### src/hw/rtl/md5_hash_engine_macros.svh
// assertion macros shared by the md5 engine rtl
`ifndef MD5_HASH_ENGINE_MACROS_SVH
`define MD5_HASH_ENGINE_MACROS_SVH

`ifndef ASSERT_OFF
// property checked on every clock edge outside reset
`define MD5_ASSERT(lbl, clk, rst_n, prop, msg) \
  lbl: assert property (@(posedge clk) disable iff (!rst_n) prop) else $error(msg);
// condition that must never hold outside reset
`define MD5_ASSERT_NEVER(lbl, clk, rst_n, cond, msg) \
  lbl: assert property (@(posedge clk) disable iff (!rst_n) !(cond)) else $error(msg);
`else
`define MD5_ASSERT(lbl, clk, rst_n, prop, msg)
`define MD5_ASSERT_NEVER(lbl, clk, rst_n, cond, msg)
`endif

`endif

### src/hw/rtl/md5_pkg.sv
package md5_pkg;

  // sequencer states
  typedef enum logic [2:0] {
    ST_IDLE,
    ST_MARK,
    ST_ZERO,
    ST_LEN,
    ST_ROUND,
    ST_FOLD,
    ST_OUT0,
    ST_OUT1
  } state_e;

  // commands from the sequencer to the round unit
  typedef struct packed {
    logic load;
    logic step;
    logic fold;
    logic restart;
  } round_ctrl_t;

  typedef struct packed {
    logic [31:0] a;
    logic [31:0] b;
    logic [31:0] c;
    logic [31:0] d;
  } chain_t;

  localparam logic [31:0] InitA = 32'h67452301;
  localparam logic [31:0] InitB = 32'hefcdab89;
  localparam logic [31:0] InitC = 32'h98badcfe;
  localparam logic [31:0] InitD = 32'h10325476;

  localparam logic [7:0] PadMarker    = 8'h80;
  localparam logic [5:0] FillLenStart = 6'd56;
  localparam logic [5:0] FillLast     = 6'd63;
  localparam logic [5:0] RoundLast    = 6'd63;
  localparam logic [1:0] LaneLast     = 2'd3;

  localparam int unsigned WordW      = 32;
  localparam int unsigned BlockWords = 16;

  function automatic logic [31:0] round_k(input logic [5:0] i);
    logic [31:0] k;
    unique case (i)
      6'd0:  k = 32'hd76aa478;  6'd1:  k = 32'he8c7b756;
      6'd2:  k = 32'h242070db;  6'd3:  k = 32'hc1bdceee;
      6'd4:  k = 32'hf57c0faf;  6'd5:  k = 32'h4787c62a;
      6'd6:  k = 32'ha8304613;  6'd7:  k = 32'hfd469501;
      6'd8:  k = 32'h698098d8;  6'd9:  k = 32'h8b44f7af;
      6'd10: k = 32'hffff5bb1;  6'd11: k = 32'h895cd7be;
      6'd12: k = 32'h6b901122;  6'd13: k = 32'hfd987193;
      6'd14: k = 32'ha679438e;  6'd15: k = 32'h49b40821;
      6'd16: k = 32'hf61e2562;  6'd17: k = 32'hc040b340;
      6'd18: k = 32'h265e5a51;  6'd19: k = 32'he9b6c7aa;
      6'd20: k = 32'hd62f105d;  6'd21: k = 32'h02441453;
      6'd22: k = 32'hd8a1e681;  6'd23: k = 32'he7d3fbc8;
      6'd24: k = 32'h21e1cde6;  6'd25: k = 32'hc33707d6;
      6'd26: k = 32'hf4d50d87;  6'd27: k = 32'h455a14ed;
      6'd28: k = 32'ha9e3e905;  6'd29: k = 32'hfcefa3f8;
      6'd30: k = 32'h676f02d9;  6'd31: k = 32'h8d2a4c8a;
      6'd32: k = 32'hfffa3942;  6'd33: k = 32'h8771f681;
      6'd34: k = 32'h6d9d6122;  6'd35: k = 32'hfde5380c;
      6'd36: k = 32'ha4beea44;  6'd37: k = 32'h4bdecfa9;
      6'd38: k = 32'hf6bb4b60;  6'd39: k = 32'hbebfbc70;
      6'd40: k = 32'h289b7ec6;  6'd41: k = 32'heaa127fa;
      6'd42: k = 32'hd4ef3085;  6'd43: k = 32'h04881d05;
      6'd44: k = 32'hd9d4d039;  6'd45: k = 32'he6db99e5;
      6'd46: k = 32'h1fa27cf8;  6'd47: k = 32'hc4ac5665;
      6'd48: k = 32'hf4292244;  6'd49: k = 32'h432aff97;
      6'd50: k = 32'hab9423a7;  6'd51: k = 32'hfc93a039;
      6'd52: k = 32'h655b59c3;  6'd53: k = 32'h8f0ccc92;
      6'd54: k = 32'hffeff47d;  6'd55: k = 32'h85845dd1;
      6'd56: k = 32'h6fa87e4f;  6'd57: k = 32'hfe2ce6e0;
      6'd58: k = 32'ha3014314;  6'd59: k = 32'h4e0811a1;
      6'd60: k = 32'hf7537e82;  6'd61: k = 32'hbd3af235;
      6'd62: k = 32'h2ad7d2bb;  6'd63: k = 32'heb86d391;
    endcase
    return k;
  endfunction

  // per-round left rotate amount
  function automatic logic [4:0] rot_amt(input logic [5:0] i);
    logic [4:0] s;
    unique case ({i[5:4], i[1:0]})
      4'd0:  s = 5'd7;   4'd1:  s = 5'd12;  4'd2:  s = 5'd17;  4'd3:  s = 5'd22;
      4'd4:  s = 5'd5;   4'd5:  s = 5'd9;   4'd6:  s = 5'd14;  4'd7:  s = 5'd20;
      4'd8:  s = 5'd4;   4'd9:  s = 5'd11;  4'd10: s = 5'd16;  4'd11: s = 5'd23;
      4'd12: s = 5'd6;   4'd13: s = 5'd10;  4'd14: s = 5'd15;  4'd15: s = 5'd21;
    endcase
    return s;
  endfunction

  // message word used by a round, arithmetic mod 16
  function automatic logic [3:0] msg_index(input logic [5:0] i);
    logic [3:0] g;
    logic [3:0] lo;
    lo = i[3:0];
    unique case (i[5:4])
      2'd0: g = lo;
      2'd1: g = (lo << 2) + lo + 4'd1;
      2'd2: g = (lo << 1) + lo + 4'd5;
      2'd3: g = (lo << 3) - lo;
    endcase
    return g;
  endfunction

  function automatic logic [31:0] byte_swap(input logic [31:0] x);
    return {x[7:0], x[15:8], x[23:16], x[31:24]};
  endfunction

endpackage

### src/hw/rtl/md5_ram.sv
module md5_ram #(
  parameter int unsigned WIDTH = 32,
  parameter int unsigned DEPTH = 16
) (
  input  logic                     clk_i,
  input  logic                     we_i,
  input  logic [$clog2(DEPTH)-1:0] waddr_i,
  input  logic [WIDTH-1:0]         wdata_i,
  input  logic [$clog2(DEPTH)-1:0] raddr_i,
  output logic [WIDTH-1:0]         rdata_o
);

  logic [WIDTH-1:0] mem_q [DEPTH];
  logic [WIDTH-1:0] rdata_q;

  always_ff @(posedge clk_i) begin
    if (we_i) begin
      mem_q[waddr_i] <= wdata_i;
    end
    rdata_q <= mem_q[raddr_i];
  end

  assign rdata_o = rdata_q;

endmodule

### src/hw/rtl/md5_round.sv
module md5_round (
  input  logic                 clk_i,
  input  logic                 rst_ni,
  input  md5_pkg::round_ctrl_t ctrl_i,
  input  logic [5:0]           rnd_i,
  input  logic [31:0]          word_i,
  output md5_pkg::chain_t      chain_o
);

  md5_pkg::chain_t chain_q, chain_d;
  md5_pkg::chain_t work_q, work_d;

  logic [31:0] f_val;
  logic [31:0] sum;
  logic [63:0] rot_dbl;
  logic [31:0] rot_val;

  // round function by group
  always_comb begin
    unique case (rnd_i[5:4])
      2'd0: f_val = (work_q.b & work_q.c) | (~work_q.b & work_q.d);
      2'd1: f_val = (work_q.d & work_q.b) | (~work_q.d & work_q.c);
      2'd2: f_val = work_q.b ^ work_q.c ^ work_q.d;
      2'd3: f_val = work_q.c ^ (work_q.b | ~work_q.d);
    endcase
  end

  assign sum     = work_q.a + f_val + md5_pkg::round_k(rnd_i) + word_i;
  assign rot_dbl = {sum, sum} << md5_pkg::rot_amt(rnd_i);
  assign rot_val = rot_dbl[63:32];

  always_comb begin
    work_d  = work_q;
    chain_d = chain_q;
    if (ctrl_i.load) begin
      work_d = chain_q;
    end
    if (ctrl_i.step) begin
      work_d.a = work_q.d;
      work_d.b = work_q.b + rot_val;
      work_d.c = work_q.b;
      work_d.d = work_q.c;
    end
    if (ctrl_i.fold) begin
      chain_d.a = chain_q.a + work_q.a;
      chain_d.b = chain_q.b + work_q.b;
      chain_d.c = chain_q.c + work_q.c;
      chain_d.d = chain_q.d + work_q.d;
    end
    if (ctrl_i.restart) begin
      chain_d = '{a: md5_pkg::InitA, b: md5_pkg::InitB,
                  c: md5_pkg::InitC, d: md5_pkg::InitD};
    end
  end

  always_ff @(posedge clk_i or negedge rst_ni) begin
    if (!rst_ni) begin
      chain_q <= '{a: md5_pkg::InitA, b: md5_pkg::InitB,
                   c: md5_pkg::InitC, d: md5_pkg::InitD};
    end else begin
      chain_q <= chain_d;
    end
  end

  always_ff @(posedge clk_i) begin
    work_q <= work_d;
  end

  assign chain_o = chain_q;

endmodule

### src/hw/rtl/md5_hash_engine.sv
// compression: the byte that fills a 64-byte block starts 64 rounds of the shared round unit,
// one per cycle, followed by the chaining fold
// end of message: pad bytes (9..72) enter the block, each padded block is compressed, then 2 results
// throughput: 1 byte per cycle inside a block; requests stall while a full block is compressed
// reset: asynchronous active low; chaining words return to the md5 initial values,
// fill count and byte count clear; block memory contents stay undefined
`include "md5_hash_engine_macros.svh"

module md5_hash_engine (
  input  logic        clk_i,
  input  logic        rst_ni,
  // message byte requests
  input  logic        s_axis_tvalid,
  output logic        s_axis_tready,
  input  logic [7:0]  s_axis_tdata,   // [7:0] byte_value
  input  logic        s_axis_tuser,   // [0] no_byte
  input  logic        s_axis_tlast,   // end_of_message
  // digest halves
  output logic        m_axis_tvalid,
  input  logic        m_axis_tready,
  output logic [63:0] m_axis_tdata,   // [63:0] digest_half
  output logic        m_axis_tuser,   // [0] half_index
  output logic        m_axis_tlast    // last_half
);

  md5_pkg::state_e      state_q, state_d;
  md5_pkg::state_e      ret_q, ret_d;     // where to resume after a block compression
  md5_pkg::round_ctrl_t ctrl;
  md5_pkg::chain_t      chain;

  logic [5:0]  fill_q, fill_d;            // bytes held in the current block
  logic [60:0] total_q, total_d;          // message bytes, wraps mod 2^61
  logic [5:0]  rnd_q, rnd_d;              // round counter
  logic [23:0] wbuf_q, wbuf_d;            // lower three bytes of the word being built

  logic        put_en;                    // a byte enters the block this cycle
  logic [7:0]  put_val;
  logic        total_inc;
  logic        total_clr;

  logic [63:0] len_bits;
  logic [63:0] len_shift;
  logic [7:0]  len_byte;

  logic        mem_we;
  logic [3:0]  mem_waddr;
  logic [31:0] mem_wdata;
  logic [5:0]  rnd_next;
  logic [3:0]  mem_raddr;
  logic [31:0] mem_rdata;

  md5_pkg::state_e after_idle;

  // conditions watched by the checks below
  logic        req_clash;                 // input open while a digest is shown
  logic        round_end;                 // last round of a block
  logic        fold_start;                // fold with the round counter back at zero
  logic        len_slot;                  // not writing the trailer, or fill inside its slot
  logic        block_idle;                // no partial block and no rounds running

  // length trailer byte, little endian, picked by the low bits of the fill
  assign len_bits  = {total_q, 3'b000};
  assign len_shift = len_bits >> {fill_q[2:0], 3'b000};
  assign len_byte  = len_shift[7:0];

  assign after_idle = s_axis_tlast ? md5_pkg::ST_MARK : md5_pkg::ST_IDLE;

  // sequencer: message bytes, padding, rounds and digest output
  always_comb begin
    state_d   = state_q;
    ret_d     = ret_q;
    put_en    = 1'b0;
    put_val   = '0;
    ctrl      = '0;
    total_inc = 1'b0;
    total_clr = 1'b0;
    unique case (state_q)
      md5_pkg::ST_IDLE: begin
        if (s_axis_tvalid) begin
          if (!s_axis_tuser) begin
            put_en    = 1'b1;
            put_val   = s_axis_tdata;
            total_inc = 1'b1;
          end
          state_d = after_idle;
        end
      end
      md5_pkg::ST_MARK: begin
        put_en  = 1'b1;
        put_val = md5_pkg::PadMarker;
        state_d = md5_pkg::ST_ZERO;
      end
      md5_pkg::ST_ZERO: begin
        // zero fill until the length trailer slot
        if (fill_q == md5_pkg::FillLenStart) begin
          state_d = md5_pkg::ST_LEN;
        end else begin
          put_en = 1'b1;
        end
      end
      md5_pkg::ST_LEN: begin
        put_en  = 1'b1;
        put_val = len_byte;
        if (fill_q == md5_pkg::FillLast) begin
          state_d = md5_pkg::ST_OUT0;
        end
      end
      md5_pkg::ST_ROUND: begin
        ctrl.step = 1'b1;
        if (rnd_q == md5_pkg::RoundLast) begin
          state_d = md5_pkg::ST_FOLD;
        end
      end
      md5_pkg::ST_FOLD: begin
        ctrl.fold = 1'b1;
        state_d   = ret_q;
      end
      md5_pkg::ST_OUT0: begin
        if (m_axis_tready) begin
          state_d = md5_pkg::ST_OUT1;
        end
      end
      md5_pkg::ST_OUT1: begin
        if (m_axis_tready) begin
          ctrl.restart = 1'b1;
          total_clr    = 1'b1;
          state_d      = md5_pkg::ST_IDLE;
        end
      end
    endcase
    // the byte that completes a block diverts into compression
    if (put_en && fill_q == md5_pkg::FillLast) begin
      ctrl.load = 1'b1;
      ret_d     = state_d;
      state_d   = md5_pkg::ST_ROUND;
    end
  end

  // word assembly: bytes land little endian, full word goes to memory
  always_comb begin
    wbuf_d = wbuf_q;
    mem_we = 1'b0;
    if (put_en) begin
      unique case (fill_q[1:0])
        2'd0:              wbuf_d[7:0]   = put_val;
        2'd1:              wbuf_d[15:8]  = put_val;
        2'd2:              wbuf_d[23:16] = put_val;
        md5_pkg::LaneLast: mem_we        = 1'b1;
      endcase
    end
  end

  assign mem_waddr = fill_q[5:2];
  assign mem_wdata = {put_val, wbuf_q};

  assign fill_d  = put_en ? fill_q + 6'd1 : fill_q;
  assign total_d = total_clr ? '0 : (total_inc ? total_q + 61'd1 : total_q);
  assign rnd_d   = (state_q == md5_pkg::ST_ROUND) ? rnd_q + 6'd1 : rnd_q;

  // read one round ahead to cover the registered memory read
  assign rnd_next  = (state_q == md5_pkg::ST_ROUND) ? rnd_q + 6'd1 : '0;
  assign mem_raddr = md5_pkg::msg_index(rnd_next);

  always_ff @(posedge clk_i or negedge rst_ni) begin
    if (!rst_ni) begin
      state_q <= md5_pkg::ST_IDLE;
      ret_q   <= md5_pkg::ST_IDLE;
      fill_q  <= '0;
      total_q <= '0;
      rnd_q   <= '0;
    end else begin
      state_q <= state_d;
      ret_q   <= ret_d;
      fill_q  <= fill_d;
      total_q <= total_d;
      rnd_q   <= rnd_d;
    end
  end

  always_ff @(posedge clk_i) begin
    wbuf_q <= wbuf_d;
  end

  // block store, sixteen little-endian words
  md5_ram #(
    .WIDTH(md5_pkg::WordW),
    .DEPTH(md5_pkg::BlockWords)
  ) u_block_ram (
    .clk_i  (clk_i),
    .we_i   (mem_we),
    .waddr_i(mem_waddr),
    .wdata_i(mem_wdata),
    .raddr_i(mem_raddr),
    .rdata_o(mem_rdata)
  );

  // shared round unit with chaining words
  md5_round u_round (
    .clk_i  (clk_i),
    .rst_ni (rst_ni),
    .ctrl_i (ctrl),
    .rnd_i  (rnd_q),
    .word_i (mem_rdata),
    .chain_o(chain)
  );

  assign s_axis_tready = (state_q == md5_pkg::ST_IDLE);

  // digest halves straight from the chaining registers, hex-string byte order
  assign m_axis_tvalid = (state_q == md5_pkg::ST_OUT0) || (state_q == md5_pkg::ST_OUT1);
  assign m_axis_tuser  = (state_q == md5_pkg::ST_OUT1);
  assign m_axis_tlast  = (state_q == md5_pkg::ST_OUT1);
  assign m_axis_tdata  = (state_q == md5_pkg::ST_OUT1) ?
                         {md5_pkg::byte_swap(chain.c), md5_pkg::byte_swap(chain.d)} :
                         {md5_pkg::byte_swap(chain.a), md5_pkg::byte_swap(chain.b)};

  assign req_clash  = s_axis_tready && m_axis_tvalid;
  assign round_end  = (state_q == md5_pkg::ST_ROUND) && (rnd_q == md5_pkg::RoundLast);
  assign fold_start = (state_q == md5_pkg::ST_FOLD) && (rnd_q == '0);
  assign len_slot   = (state_q != md5_pkg::ST_LEN) || (fill_q >= md5_pkg::FillLenStart);
  assign block_idle = (fill_q == '0) && (rnd_q == '0);

  `MD5_ASSERT_NEVER(a_no_req_during_digest, clk_i, rst_ni, req_clash, "request in digest")
  `MD5_ASSERT(a_fold_after_rounds, clk_i, rst_ni, round_end |=> fold_start, "fold missing")
  `MD5_ASSERT(a_trailer_at_56, clk_i, rst_ni, len_slot, "length trailer outside its slot")
  `MD5_ASSERT(a_digest_block_empty, clk_i, rst_ni, m_axis_tvalid |-> block_idle, "partial block")

endmodule

### config.mk
export PLATFORM = sky130hd
export DESIGN_NAME = md5_hash_engine
export DESIGN_NICKNAME = d
export VERILOG_FILES = /design/src/hw/rtl/md5_pkg.sv /design/src/hw/rtl/md5_ram.sv /design/src/hw/rtl/md5_round.sv /design/src/hw/rtl/md5_hash_engine.sv
export VERILOG_INCLUDE_DIRS = /design/src /design/src/hw/rtl
export SDC_FILE = /design/constraint.sdc
export NUM_CORES = 2
export LEC_CHECK = 0
export BUFFER_PORTS_ARGS = -buffer_cell sky130_fd_sc_hd__buf_4
export CAP_MARGIN = 20
export CORE_ASPECT_RATIO = 1.75
export CORE_UTILIZATION = 41
export CTS_BUF_LIST = sky130_fd_sc_hd__clkbuf_2
export DETAILED_ROUTE_END_ITERATION = 10
export GPL_TIMING_DRIVEN = 0
export PLACE_DENSITY_LB_ADDON = 0.08
export SLEW_MARGIN = 0
export SYNTH_ARGS = -nofsm -noshare
export SYNTH_HDL_FRONTEND = slang
export SYNTH_SLANG_ARGS = --single-unit
### constraint.sdc
create_clock -name clk_i -period 12.9 [get_ports clk_i]
set_clock_uncertainty 0.1 [all_clocks]
set_input_delay 1.29 -clock clk_i [delete_from_list [all_inputs] [get_ports clk_i]]
set_output_delay 1.29 -clock clk_i [all_outputs]
set_load 0.02 [all_outputs]
# Word level (Yosys, flattened, before mapping)
# Memory sizes are Yosys's and may differ from the RTL's. A register that Yosys moved wholly into a read port is not among the register bits.
# Cells that the tools add are included.
# totals
mem_bits_rw	512
output_inout_bits	68
romBits	2128
in_bits	14
mem_count	3
elab_cells	117
register_bits	359
# memory_table
memory	depth	width	read_ports	rd_clocked_by_memory_dff	write_ports	line	source
(name not given)	64	32	1	0	0	md5_pkg.sv:46	unique case (i)
u_block_ram.mem_q	16	32	1	1	1	md5_ram.sv:13	logic [WIDTH-1:0] mem_q [DEPTH];
(name not given)	16	5	1	0	0	md5_pkg.sv:86	unique case ({i[5:4], i[1:0]})
# op_classes
n_shift	2
bitwise	12
n_addsub	16
n_mux	36
n_eq_ne	19
n_reduce_logical	13
# ops
operator	n
128-bit two-way mux	4
32-bit adder	8
32-bit AND	4
32-bit case mux with 4 select lines	1
61-bit two-way mux	2
32-bit OR	3
32-bit bitwise XOR	3
64-bit two-way mux	1
32-bit NOT	2
64-bit by 5-bit left shift with 64-bit output	1
64-bit by 6-bit >> shifter with 8-bit output	1
61-bit by 1-bit adder with 61-bit output, second input constant	1
3-bit case mux with 8 select lines	1
8-bit case mux with 3 select lines	1
3-bit two-way mux	7
6-bit equality test, second input constant	3
8-bit two-way mux	2
4-bit case mux with 4 select lines	1
1-bit two-way mux	14
6-bit by 1-bit adder with 6-bit output, second input constant	2
2-bit equality test, second input constant	6
3-bit equality test, second input constant	4
4-bit adder	2
2-bit by 1-bit equality test with 1-bit output, second input constant	3
14 further kinds	21

# Depth between registers and ports, before layout
# depth
ltp_word	10
depth_mapped	44
ltp_nobuf	40

# Hierarchy
# From an unflattened synthesis, not the netlist that was laid out.
# hier_totals
hier_cells	4888
area_unflattened_um2	54567.3
# by_module_without_submodules
module	area_per_inst_um2	instances	seq_area_each_um2	cells_each
md5_round	28237.1	1	7126.8	3403
md5_ram	19835.3	1	16015.4	838
md5_hash_engine	6495.0	1	2697.6	647

# Least setup slack after synthesis
# Ideal clock, no wire load.
# synth_timing
path_kind	register to register
startpoint	reg rnd_q[0]
endpoint	reg u_round.work_q[94] (netlist name) (data pin)
t_required_ps	12665
n_path_buf	4
t_arrival_ps	9324
path_slack_ps	3341
setup_ps	135
stages_incl_launch_ff	43
period_less_slack_ps	9559
cell_sequence	dfrtp_1 > clkbuf_1 > inv_1 > clkbuf_1 > ha_1 > clkbuf_8 > or2_2 > clkbuf_1 > nand3_1 > a21oi_1 > a311oi_1 > fa_1 > inv_1 > fa_1 > inv_1 > ha_1 > inv_1 > fa_1 > (+7 left out) > mux4_2 > nand2_1 > o21ai_1 > mux2i_1 > mux2i_1 > fa_1 > a21o_1 > a21o_1 > a2111oi_0 > nor3_1 > o221ai_1 > o21a_1 > a31oi_1 > a41o_1 > nor4_1 > nor2_1 > or3_1 > nand3_1
# synth_lines
item	line	source
from (decl)	md5_hash_engine.sv:33	logic [5:0] rnd_q, rnd_d;
from (signal assigned)	md5_hash_engine.sv:176	rnd_q <= rnd_d;
to (signal assigned)	md5_round.sv:66	work_q <= work_d;
to (decl)	md5_round.sv:11	md5_pkg::chain_t work_q, work_d;

==> summary.txt <==
Floorplan
  • Starting Density: 0.414
  • Row Count: 177
  • # IOs: 82
  • Core outline area: 133000 µm²
  • Die ar.: ~140000 µm²
  • Die Span X: 279 µm
  • Height of the die: roughly 490 µm

Yosys
  • Post-synth cell types: ~100
  • Area share of the largest cell type after synthesis: 0.361
  • Sequential share of the synthesized area: 0.468
  • Register bit count reported by yosys: about 900
  • Mapped Nets: slightly above 6000
  • Share of synthesized registers carrying an async set or reset: 0.229
  • Largest cells by area after synthesis: edfxtp_1 (36%), nand2_1 (7.8%), dfrtp_1 (6.5%)
  • Ys Warns: 0
  • Cells after Synth: a little under 6000
  • Area leader, netlist: edfxtp_1
  • Syn Area/Cell: around 9.5 µm²
  • Number of synthesized flops with an enable pin: ~660
  • Synthesized cell area: 55200 µm²
  • Main synth FF type: edfxtp_1

Setup path
  • Worst stage delay on the critical path: 920 ps
  • Critical path's top delay family: compound AO/OA/AOI/OAI gates
  • CP startpoint kind: register
  • WP buf/inv: 8
  • Data arrival, critical path: between 10000 and 15000 ps
  • CP required: between 10000 and 15000 ps
  • FF-to-FF path depth: 41
  • Worst Setup End Kind: register
  • Crit path max-delay cell type: o21ai_1
  • Max FO, Critical Path: 19
  • WS Path Type: register to register
  • WP depth: roughly 40

Job
  • Max-cap violations: 0

Pwr
  • Leakage: around 0.025 µW
  • Peak supply drop: between 0.15 and 0.2 mV
  • Cell area power density: 272 nW/µm²

Final layout
  • # fillers: 13110
  • Final non-filler cell total: between 8000 and 9000
  • Nets: 6519
  • Share of cells above drive strength 1: 0.113
  • Syn-to-layout area delta: 11.5%
  • Most frequent cells in the layout: nand2_1 (1153), edfxtp_1 (664), a21oi_1 (486)
  • Final Cell Area: 61500 µm²
  • Most common cell after layout, fill and taps aside: nand2_1

STA
  • Setup TNS Final: 0 ps
  • RSZ-0062 raised after global routing: no
  • Fin crit period: between 10000 and 15000 ps
  • Max_slew headroom: 0.169
  • Fin. Hold Viols: 0
  • Final setup fails: 0
  • Worst Tran Pin Value: between 1000 and 1500 ps
  • Setup ws final: ~140 ps
  • Final Slew Violations: 0
  • Crit share post-route: 0.989
  • Fmax: between 0.07 and 0.08 GHz

Clock tree
  • Root Driver: clkbuf_2
  • # clock sinks: ~900
  • Max Root-Sink Buffers: 3
  • Worst-path clk slew: approximately 110 ps
  • CTS H-tree lvls: 4
  • Worst-Skew Late Latency: between 1500 and 2000 ps
  • Cts bufs inserted: 218
  • TritonCTS clock tree: yes

Route
  • Initial DRC Count: between 4000 and 5000
  • Pre-antenna DRT Iters: 6
  • Per-cell routed wire length: 31.6 µm
  • # DRC: 0
  • DR vias/cell: 6.03
  • Routed Wire Length: between 200000 and 300000 µm
  • Post-DRT Antenna Nets: 0
  • Via count: between 40000 and 50000

Run status
  • Status: finished, final reports clean

Global routing
  • Initial antenna violation count: 16
  • Total GRT Usage: 0.379
  • Global-route wire length before repair: about 360000 µm
  • Vias in the first global route: 49162
  • Grt ovf: 0
  • Pin count of the biggest net entering global routing: 76

Place
  • Dpl ws: -516 ps
  • Placer Congestion: 1.02
  • Port Buffers: 81
  • Cell Count Post-Placement: about 8000
  • Placement-stage cell area: 59200 µm²
  • Final HPWL DP: just under 200000 µm

Hold path
  • HP Class: primary input to register
  • Hold depth: 5
==> synthesized netlist by cell type, types with 20 or more instances <==
library cell	n
inv_1	252
o21a_1	30
and2_1	144
and3_1	40
nand3_1	149
ha_1	223
edfxtp_1	664
nor2b_1	36
nand2_1	1154
a22oi_1	36
a211oi_1	204
xnor2_1	116
a311oi_1	77
dfxtp_1	32
buf_1	32
dfstp_2	64
clkbuf_1	279
dfrtp_1	143
nor3_1	96
nor2_1	306
a31oi_1	135
mux4_2	20
a21oi_1	487
or3_1	36
nand2b_1	51
o21bai_1	26
fa_1	68
mux2i_1	70
a21o_1	71
xor2_1	107
nand4_1	24
o211ai_1	55
o21ai_0	325
==> flip-flops by register name (all words and copies together), names as in the netlist <==
signal               count
u_block_ram.mem_q      512
u_round.chain_o        128
u_round.work_q         128
total_q                 61
u_block_ram.rdata_o     32
wbuf_q                  24
fill_q                   6
rnd_q                    6
ret_q                    3
state_q                  3
==> path summary, 6_finish.rpt <==
| kind | start | slack [ps] | endpoint |
|---|---|---|---|
| worst max-delay path | rnd_q[0]$_DFFE_PN0P_ | 140 | u_round.work_q[95]$_DFFE_PP_ |
| worst min-delay path | s_axis_tvalid | 130 | total_q[3]$_DFFE_PN0P_ |
| worst max register to register | rnd_q[0]$_DFFE_PN0P_ | 140 | u_round.work_q[95]$_DFFE_PP_ |
| worst min register to register | ret_q[0]$_DFFE_PN0P_ | 400 | ret_q[0]$_DFFE_PN0P_ |
| max in group asynchronous | rst_ni | 11260 | u_round.chain_o[104]$_DFFE_PN1P_ |
| min in group asynchronous | rst_ni | 580 | u_round.chain_o[124]$_DFFE_PN0P_ |
==> per-stage QoR <==
| step | util | hold WS [ps] | total power, µW |
|---|---|---|---|
| final | 0.462 | 128 | 16700 |
| after global routing | 0.462 | 125 | 17500 |
| after CTS | 0.460 | 0.672 | 16400 |
| after detailed placement | 0.444 | 378 | 14300 |
| after global placement | 0.435 | 365 | 14200 |
| after floorplan | - | 350 | 10600 |
==> worst register-to-register path: cells and delay by family, from the launching register on <==
family | cells | cell delay, ps
xor gates and xnor gates | 2 | 380
muxes | 2 | 540
adders and majority gates | 5 | 1620
and+or+nand+nor | 9 | 2480
DFF | 1 | 720
AOI/OAI and AO/OA | 15 | 4900
buffers and inverters | 8 | 1830
==> repair_timing <==
item,CTS,global route
setup endpoints to repair,6,7
hold buffers,14,0
endpoints found under the hold margin,225,0
gates resized for setup,3,33
buffers inserted,0,0
==> cells by family after synthesis <==
| family | Yosys count | synth area share |
|---|---|---|
| DFF | 903 | 0.468 |
| buffers and inverters | 599 | 0.0436 |
| adders and majority gates | 291 | 0.0752 |
| muxes | 110 | 0.0250 |
| and+or+nand+nor | 2116 | 0.170 |
| AOI/OAI and AO/OA | 1593 | 0.182 |
| xor gates and xnor gates | 225 | 0.0362 |
==> layer usage <==
layer / global-route usage / vias to the layer above / wire (µm)
met5: 0 / - / 108
met1: 0.366 / 24170 / 83400
met2: 0.670 / 2320 / 130000
met3: 0.0810 / 982 / 16700
met4: 0.353 / 12 / 29000
li1: - / 21976 / -
==> cell type report <==
| class | count | area (µm²) | share of cell area |
|---|---|---|---|
| antenna | 10 | 25.0 | 0.000407 |
| timing repair buffer | 163 | 1820 | 0.0296 |
| inverter | 253 | 950 | 0.0154 |
| clock inverter | 90 | 475 | 0.00773 |
| clock buffer | 319 | 1600 | 0.0259 |
| tap | 1790 | 2240 | 0.0364 |
| multi-input combinational | 4335 | 27100 | 0.441 |
| sequential | 903 | 25800 | 0.420 |
| buffer | 340 | 1460 | 0.0237 |
==> power breakdown <==
part	switching (µW)	internal [µW]	total, µW	leakage [µW]
clock	1320	721	2050	0.00155
sequential	596	3750	4350	0.00884
combinational	6720	3620	10300	0.0143
No activity file was read; power rests on OpenSTA's default activity.
